File: config.mk
export PLATFORM = sky130hd
export DESIGN_NAME = sha256_message_hasher
export DESIGN_NICKNAME = d
export VERILOG_FILES = /design/src/rtl/core/sha256_pkg.sv /design/src/rtl/core/sha256_msg_buf.sv /design/src/rtl/core/sha256_round.sv /design/src/rtl/core/sha256_compress.sv /design/src/rtl/core/sha256_message_hasher.sv
export SDC_FILE = /design/constraint.sdc
export NUM_CORES = 2
export LEC_CHECK = 0
export BUFFER_PORTS_ARGS = -buffer_cell sky130_fd_sc_hd__buf_2
export CORE_MARGIN = 2
export CORE_UTILIZATION = 55
export DETAILED_ROUTE_END_ITERATION = 8
export PLACE_DENSITY = 0.72
export SLEW_MARGIN = 20
export SYNTH_ARGS = -nofsm -noshare
export SYNTH_HDL_FRONTEND = slang
export SYNTH_SLANG_ARGS = --single-unit
export TNS_END_PERCENT = 100
File: constraint.sdc
create_clock -name clk -period 31.1 [get_ports clk]
set_clock_uncertainty 0.15 [all_clocks]
set_input_delay 3.11 -clock clk [delete_from_list [all_inputs] [get_ports clk]]
set_output_delay 3.11 -clock clk [all_outputs]
set_load 0.01 [all_outputs]
File: src/rtl/core/sha256_pkg.sv
// shared types, constants and round functions for the sha-256 hasher
package sha256_pkg;

  typedef logic [31:0] word_t;
  typedef logic [0:7][31:0] hash_t;

  // how the word source builds one 64-byte block from buffer and padding
  typedef struct packed {
    logic [6:0] valid_bytes;  // bytes below this index come from the buffer
    logic       marker;       // put the 0x80 byte at index valid_bytes
    logic       with_len;     // put the bit length in the last eight bytes
  } blk_desc_t;

  // control from the sequencer to the compression unit
  typedef struct packed {
    logic start;
    logic chain_init;
  } cmp_ctl_t;

  localparam logic [6:0] BLOCK_BYTES = 7'd64;
  localparam logic [5:0] LEN_START   = 6'd56;
  localparam logic [7:0] PAD_BYTE    = 8'h80;
  localparam logic [2:0] LAST_WORD   = 3'd7;

  localparam hash_t IV = {
    32'h6a09e667, 32'hbb67ae85, 32'h3c6ef372, 32'ha54ff53a,
    32'h510e527f, 32'h9b05688c, 32'h1f83d9ab, 32'h5be0cd19
  };

  localparam logic [0:63][31:0] K_TABLE = {
    32'h428a2f98, 32'h71374491, 32'hb5c0fbcf, 32'he9b5dba5,
    32'h3956c25b, 32'h59f111f1, 32'h923f82a4, 32'hab1c5ed5,
    32'hd807aa98, 32'h12835b01, 32'h243185be, 32'h550c7dc3,
    32'h72be5d74, 32'h80deb1fe, 32'h9bdc06a7, 32'hc19bf174,
    32'he49b69c1, 32'hefbe4786, 32'h0fc19dc6, 32'h240ca1cc,
    32'h2de92c6f, 32'h4a7484aa, 32'h5cb0a9dc, 32'h76f988da,
    32'h983e5152, 32'ha831c66d, 32'hb00327c8, 32'hbf597fc7,
    32'hc6e00bf3, 32'hd5a79147, 32'h06ca6351, 32'h14292967,
    32'h27b70a85, 32'h2e1b2138, 32'h4d2c6dfc, 32'h53380d13,
    32'h650a7354, 32'h766a0abb, 32'h81c2c92e, 32'h92722c85,
    32'ha2bfe8a1, 32'ha81a664b, 32'hc24b8b70, 32'hc76c51a3,
    32'hd192e819, 32'hd6990624, 32'hf40e3585, 32'h106aa070,
    32'h19a4c116, 32'h1e376c08, 32'h2748774c, 32'h34b0bcb5,
    32'h391c0cb3, 32'h4ed8aa4a, 32'h5b9cca4f, 32'h682e6ff3,
    32'h748f82ee, 32'h78a5636f, 32'h84c87814, 32'h8cc70208,
    32'h90befffa, 32'ha4506ceb, 32'hbef9a3f7, 32'hc67178f2
  };

  function automatic word_t big_sigma0(input word_t x);
    return {x[1:0], x[31:2]} ^ {x[12:0], x[31:13]} ^ {x[21:0], x[31:22]};
  endfunction

  function automatic word_t big_sigma1(input word_t x);
    return {x[5:0], x[31:6]} ^ {x[10:0], x[31:11]} ^ {x[24:0], x[31:25]};
  endfunction

  function automatic word_t small_sigma0(input word_t x);
    return {x[6:0], x[31:7]} ^ {x[17:0], x[31:18]} ^ {3'b000, x[31:3]};
  endfunction

  function automatic word_t small_sigma1(input word_t x);
    return {x[16:0], x[31:17]} ^ {x[18:0], x[31:19]} ^ {10'b0, x[31:10]};
  endfunction

  function automatic word_t choose(input word_t e, input word_t f, input word_t g);
    return (e & f) ^ (~e & g);
  endfunction

  function automatic word_t majority(input word_t a, input word_t b, input word_t c);
    return (a & b) ^ (a & c) ^ (b & c);
  endfunction

endpackage

File: src/rtl/core/sha256_msg_buf.sv
// block buffer memory and padded message word source
module sha256_msg_buf (
  input  logic                   clk,
  input  logic                   wr_en,
  input  logic [5:0]             wr_pos,
  input  logic [7:0]             wr_byte,
  input  logic [3:0]             rd_addr,
  input  sha256_pkg::blk_desc_t  desc,
  input  logic [60:0]            byte_count,
  output sha256_pkg::word_t      word
);
  import sha256_pkg::*;

  logic [3:0][7:0] mem [16];
  logic [3:0][7:0] rd_data;
  logic [3:0]      rd_idx;
  logic [63:0]     bit_len;

  // byte write, big-endian lane order within a word
  always_ff @(posedge clk) begin
    if (wr_en) begin
      mem[wr_pos[5:2]][2'd3 - wr_pos[1:0]] <= wr_byte;
    end
  end

  // registered word read
  always_ff @(posedge clk) begin
    rd_data <= mem[rd_addr];
    rd_idx  <= rd_addr;
  end

  assign bit_len = {byte_count, 3'b000};

  // overlay padding marker, zeros and bit length on the stored bytes
  always_comb begin
    logic [5:0] b;
    for (int k = 0; k < 4; k++) begin
      b = {rd_idx, 2'(k)};
      if ({1'b0, b} < desc.valid_bytes) begin
        word[31 - 8*k -: 8] = rd_data[3 - k];
      end else if (desc.marker && ({1'b0, b} == desc.valid_bytes)) begin
        word[31 - 8*k -: 8] = PAD_BYTE;
      end else if (desc.with_len && (b >= LEN_START)) begin
        word[31 - 8*k -: 8] = bit_len[8*(3'd7 - b[2:0]) +: 8];
      end else begin
        word[31 - 8*k -: 8] = 8'h00;
      end
    end
  end

endmodule

File: src/rtl/core/sha256_round.sv
// one sha-256 compression round on the working variables
module sha256_round (
  input  sha256_pkg::hash_t vars,
  input  sha256_pkg::word_t w,
  input  sha256_pkg::word_t k,
  output sha256_pkg::hash_t vars_next
);
  import sha256_pkg::*;

  word_t t1;
  word_t t2;

  // t1 and t2 sums of the round
  assign t1 = vars[7] + big_sigma1(vars[4]) + choose(vars[4], vars[5], vars[6]) + k + w;
  assign t2 = big_sigma0(vars[0]) + majority(vars[0], vars[1], vars[2]);

  // rotate the variables
  assign vars_next = {t1 + t2, vars[0], vars[1], vars[2],
                      vars[3] + t1, vars[4], vars[5], vars[6]};

endmodule

File: src/rtl/core/sha256_compress.sv
// compression unit: schedule window, working variables, chaining words, round counter
module sha256_compress (
  input  logic                  clk,
  input  logic                  rst,
  input  sha256_pkg::cmp_ctl_t  ctl,
  input  sha256_pkg::word_t     w_buf,
  output logic [3:0]            rd_addr,
  output logic                  done,
  output sha256_pkg::hash_t     chain
);
  import sha256_pkg::*;

  typedef enum logic [1:0] {C_IDLE, C_PREP, C_ROUND, C_ADD} cstate_t;

  cstate_t state;
  logic [5:0] rnd;
  hash_t      vars;
  hash_t      vars_next;
  word_t      win [16];
  word_t      sched_w;
  word_t      w;

  // message schedule word, from the buffer for the first sixteen rounds
  assign sched_w = small_sigma1(win[14]) + win[9] + small_sigma0(win[1]) + win[0];
  assign w       = (rnd[5:4] == 2'b00) ? w_buf : sched_w;

  sha256_round u_round (
    .vars      (vars),
    .w         (w),
    .k         (K_TABLE[rnd]),
    .vars_next (vars_next)
  );

  // prefetch the buffer word for the next round
  assign rd_addr = (state == C_ROUND) ? 4'(rnd[3:0] + 4'd1) : 4'd0;
  assign done    = (state == C_ADD);

  // sequencer and chaining state
  always_ff @(posedge clk) begin
    if (rst) begin
      state <= C_IDLE;
      rnd   <= '0;
      chain <= IV;
    end else begin
      case (state)
        C_IDLE: begin
          if (ctl.start) begin
            state <= C_PREP;
          end
        end
        C_PREP: begin
          vars  <= chain;
          rnd   <= '0;
          state <= C_ROUND;
        end
        C_ROUND: begin
          vars <= vars_next;
          for (int i = 0; i < 15; i++) begin
            win[i] <= win[i+1];
          end
          win[15] <= w;
          rnd     <= 6'(rnd + 6'd1);
          if (rnd == 6'd63) begin
            state <= C_ADD;
          end
        end
        C_ADD: begin
          for (int i = 0; i < 8; i++) begin
            chain[i] <= chain[i] + vars[i];
          end
          state <= C_IDLE;
        end
        default: begin
          state <= C_IDLE;
        end
      endcase
      if (ctl.chain_init) begin
        chain <= IV;
      end
    end
  end

endmodule

File: src/rtl/core/sha256_message_hasher.sv
// sha-256 message hasher top level: byte intake, padding sequencer, digest output
//
//  channel   dir  tdata                          tuser          tlast
//  s_axis    in   [7:0] data_byte                byte_present   message_end
//  m_axis    out  [31:0] digest_word,            -              digest_last
//                 [34:32] word_number
//
// a byte that does not fill a block leaves intake ready for the next one; the byte that fills
// it starts a compression (one start handoff, one prefetch, 64 rounds, one chaining add) in
// the single shared round unit, with intake held off until it ends. message end adds one or
// two padding blocks, then eight digest transfers, one per cycle while m_tready is high.
// rst is synchronous; a stalled m_tready holds the current digest word.
module sha256_message_hasher (
  input  logic        clk,
  input  logic        rst,
  input  logic        s_tvalid,
  output logic        s_tready,
  input  logic [7:0]  s_tdata,   // [7:0] data_byte
  input  logic        s_tuser,   // byte_present
  input  logic        s_tlast,   // message_end
  output logic        m_tvalid,
  input  logic        m_tready,
  output logic [39:0] m_tdata,   // [31:0] digest_word, [34:32] word_number, rest zero
  output logic        m_tlast    // digest_last
);
  import sha256_pkg::*;

  typedef enum logic [2:0] {S_IDLE, S_DATA, S_PAD1, S_PAD2, S_OUT} state_t;

  state_t     state;
  logic [60:0] count;
  logic [60:0] count_inc;
  logic [60:0] count_after;
  logic [2:0]  idx;
  logic        end_pending;
  blk_desc_t   desc;
  blk_desc_t   pad_desc;
  cmp_ctl_t    ctl;
  logic        accept;
  logic        full;
  logic [5:0]  pad_pos;
  logic        pad_two;
  logic [3:0]  rd_addr;
  word_t       w_buf;
  logic        done;
  hash_t       chain;

  assign accept      = s_tvalid && s_tready;
  assign count_inc   = 61'(count + 61'd1);
  assign count_after = s_tuser ? count_inc : count;
  assign full        = s_tuser && (count[5:0] == 6'd63);

  // first padding block: marker after the last byte, length if it still fits
  assign pad_pos  = (state == S_DATA) ? count[5:0] : count_after[5:0];
  assign pad_two  = (pad_pos >= LEN_START);
  assign pad_desc = '{valid_bytes: {1'b0, pad_pos}, marker: 1'b1, with_len: !pad_two};

  sha256_msg_buf u_buf (
    .clk        (clk),
    .wr_en      (accept && s_tuser),
    .wr_pos     (count[5:0]),
    .wr_byte    (s_tdata),
    .rd_addr    (rd_addr),
    .desc       (desc),
    .byte_count (count),
    .word       (w_buf)
  );

  sha256_compress u_cmp (
    .clk     (clk),
    .rst     (rst),
    .ctl     (ctl),
    .w_buf   (w_buf),
    .rd_addr (rd_addr),
    .done    (done),
    .chain   (chain)
  );

  // handshake and output payload
  assign s_tready = (state == S_IDLE);
  assign m_tvalid = (state == S_OUT);
  assign m_tlast  = (idx == LAST_WORD);
  assign m_tdata  = {5'b0, idx, chain[idx]};

  // message sequencer
  always_ff @(posedge clk) begin
    if (rst) begin
      state       <= S_IDLE;
      count       <= '0;
      idx         <= '0;
      end_pending <= 1'b0;
      ctl         <= '0;
    end else begin
      ctl <= '0;
      case (state)
        S_IDLE: begin
          if (accept) begin
            count <= count_after;
            if (full) begin
              desc        <= '{valid_bytes: BLOCK_BYTES, marker: 1'b0, with_len: 1'b0};
              ctl.start   <= 1'b1;
              end_pending <= s_tlast;
              state       <= S_DATA;
            end else if (s_tlast) begin
              desc      <= pad_desc;
              ctl.start <= 1'b1;
              state     <= pad_two ? S_PAD1 : S_PAD2;
            end
          end
        end
        S_DATA: begin
          if (done) begin
            if (end_pending) begin
              desc      <= pad_desc;
              ctl.start <= 1'b1;
              state     <= pad_two ? S_PAD1 : S_PAD2;
            end else begin
              state <= S_IDLE;
            end
          end
        end
        S_PAD1: begin
          // second padding block holds only zeros and the length
          if (done) begin
            desc      <= '{valid_bytes: 7'd0, marker: 1'b0, with_len: 1'b1};
            ctl.start <= 1'b1;
            state     <= S_PAD2;
          end
        end
        S_PAD2: begin
          if (done) begin
            idx   <= '0;
            state <= S_OUT;
          end
        end
        S_OUT: begin
          if (m_tready) begin
            idx <= 3'(idx + 3'd1);
            if (idx == LAST_WORD) begin
              count          <= '0;
              ctl.chain_init <= 1'b1;
              state          <= S_IDLE;
            end
          end
        end
        default: begin
          state <= S_IDLE;
        end
      endcase
    end
  end

endmodule

==> flow_summary.yaml <==
synth:
  synthMuxAreaShare_pct: 9.12
  yosysSeqAreaShare_pct: 50.4
  synth_xor_area_share_pct: 5.66
  synth-simple-area-share_pct: 8.10
  synth_top_family_by_area: "compound AO/OA/AOI/OAI gates"
  ys_ff_latch: 1659
  netlist.area_leader.share_pct: 42.3
  netlist_instances: 7990
  synth.largest_area_cell: "edfxtp_1"
  synth-main-ff-cell: "edfxtp_1"
  synthArstFlopShare_pct: 0
  ys_top_cells_by_area: "edfxtp_1, dfxtp_1, ha_1"
  avgSynthCellArea_um2: 11.4
  synth_edf_count: 1289
  yosysUniqueCellTypes: 92
  synth_compound_area_share_pct: 13.1
  synth_warnings: 0
  synth_fa_ha_area_share_pct: 9.91
  synth.cell_area_um2: 91400
finish:
  drive_gt1_share_pct: 11.4
  final_cell_mix: "edfxtp_1, nor2_1, a21oi_1"
  syn_to_final_growth_pct: 8.97
  multi_input_area_um2: 42100
  ff_latch_area_um2: 46100
  finalNetCount: 8546
  fillCellCount: 13200
  final_common_cell: "edfxtp_1"
clock_network:
  clk_path_buf_depth: 3
  clockRootBuffer: "clkbuf_16"
  h-tree-depth: 4
  cts_tree: "done"
  numCtsBuffers: 174
  cts-resized-gates: 0
  numClockSinks: 1659
  cts_setup_buffers: 0
  clk_pin_slew_worst_paths_ps: 70
  clock_latency_ps: 860
  cts_hold_buf: 0
detailed_routing:
  viasPerCell: 6.24
  via_count: 64000
  first_iter_violations: 8182
  drc_errors: 0
  wire_per_inst_um: 25.8
  firstDrtPassIters: 9
  postRouteAntennaNets: 0
  totalWireLength_um: 265000
floorplanning:
  core-area_um2: 165000
  dieWidth_um: 412
  rows: 149
  io_pins: 57
  start_util_pct: 55.4
  dieArea_um2: 169000
  die_y_um: 412
critical_path:
  start_kind: "flip-flop"
  path_common_cell: "inv_1"
  cp_top_family: "adder cells"
  path_buf_inv: 8
  crit_fanout: 156
  rrSetupSlack_ps: 19610
  critPathSlowestCell: "ha_4"
  required_ps: 31500
  max_stage_delay_ps: 720
  r2r_end: "u_cmp.vars[254]"
  crit_path_end_kind: "flip-flop"
  r2r_cells: 41
  r2r_start: "u_cmp.rnd[0]"
  critPathArrivalTime_ps: 11890
  criticalPathCategory: "reg -> reg"
place:
  port_buffers: 51
  finalWeightedCongestion: 1.02
  hpwl_um: 186000
timing:
  setup_violations: 0
  slew_viol_final: 0
  timing.fmax_mhz: 87.0
  hold_viol: 0
  rsz0062_at_grt: "false"
  relSlewSlack_pct: 17.4
  period_minus_slack_ps: 11490
  setup_tns_ps: 0
  fin_crit_sh_pct: 36.9
  tightest_slew_ps: 1240
hold_path:
  min_path_type: "reg -> reg"
  min_path_cells: 0
  hold_start: "u_cmp.win[1][18]"
  holdPathEnd: "u_cmp.win[0][242]"
run:
  cap_violations: 0
global_route:
  grt.overflow.total: 0
  grt_pass1_wl_um: 394000
  grt_max_degree: 207
  antenna_found_initial: 12
  grt_usage_pct: 30.9
  grt_pass1_vias: 61100
run_status:
  status: "complete, no violations"
## area by class of cell
class                           count  area share, %
Antenna cell                        2        0.00502
Clock buffer                      221           4.74
Clock inverter                    105           1.05
Inverter                          512           1.93
Multi-Input combinational cell   5450           42.3
Sequential cell                  1659           46.3
Tap cell                         2189           2.75
Timing Repair Buffer              132          0.936
## worst max-delay path by stage
stage / start / end / slack, ps / cells after the start
after floorplan: rst / u_cmp.win[0][0] / 4860 / 3
after global placement: u_cmp.rnd[0] / u_cmp.vars[254] / 19920 / 41
after detailed placement: u_cmp.rnd[0] / u_cmp.vars[254] / 19930 / 41
after CTS: u_cmp.rnd[0] / u_cmp.vars[254] / 19820 / 41
after global routing: u_cmp.rnd[0] / u_cmp.vars[254] / 19080 / 41
final: u_cmp.rnd[0] / u_cmp.vars[254] / 19610 / 41
## per-layer routing
metal	global-route usage (%)	share of wire (%)	vias to the layer above
li1	-	-	29100
met1	45.8	44	31600
met2	45.6	44	2891
met3	6.44	9.3	459
met4	9.75	3.2	6
met5	0	0.014	-
## synth_stat cells (75+ instances only)
cell type / count
xor2_1: 180
o21ai_0: 487
mux2_2: 391
o21a_1: 75
clkbuf_1: 303
fa_1: 195
nor2_1: 592
a21o_1: 178
nor3_1: 91
inv_1: 508
a21oi_1: 549
xnor2_1: 411
dfxtp_1: 370
nand2_1: 481
a22oi_1: 76
mux2i_1: 245
nand3_1: 118
ha_1: 408
edfxtp_1: 1289
## metrics by stage
stage	setup WS [ps]	hold WS, ps	std cells	instance area, um2	utilization (%)
2_1_floorplan	4860	250	7994	91400	-
3_3_place_gp	19920	250	9942	93800	56.9
3_5_place_dp	19930	255	9942	93800	56.9
4_1_cts	19820	253	10300	99600	60.4
5_1_grt	19080	260	10300	99600	60.4
6_report	19610	255	10300	99600	60.4
## registers in the layout (all words and copies together) (netlist names), 6 cells and up
signal,cells
u_buf.mem,512
u_cmp.win,512
u_cmp.chain,256
u_cmp.vars,256
count,61
u_buf.rd_data,32
desc,9
u_cmp.rnd,6
## cells by family after synthesis
kind of cell	count (synthesis)
AOI/OAI and AO/OA	1907
DFF	1659
and+or+nand+nor	1637
buffers and inverters	885
muxes	702
adders and majority gates	608
xor gates and xnor gates	591
other	1
Power is not shown: default switching activity piles up to over one toggle a cycle in this logic, so the estimate is an artifact.
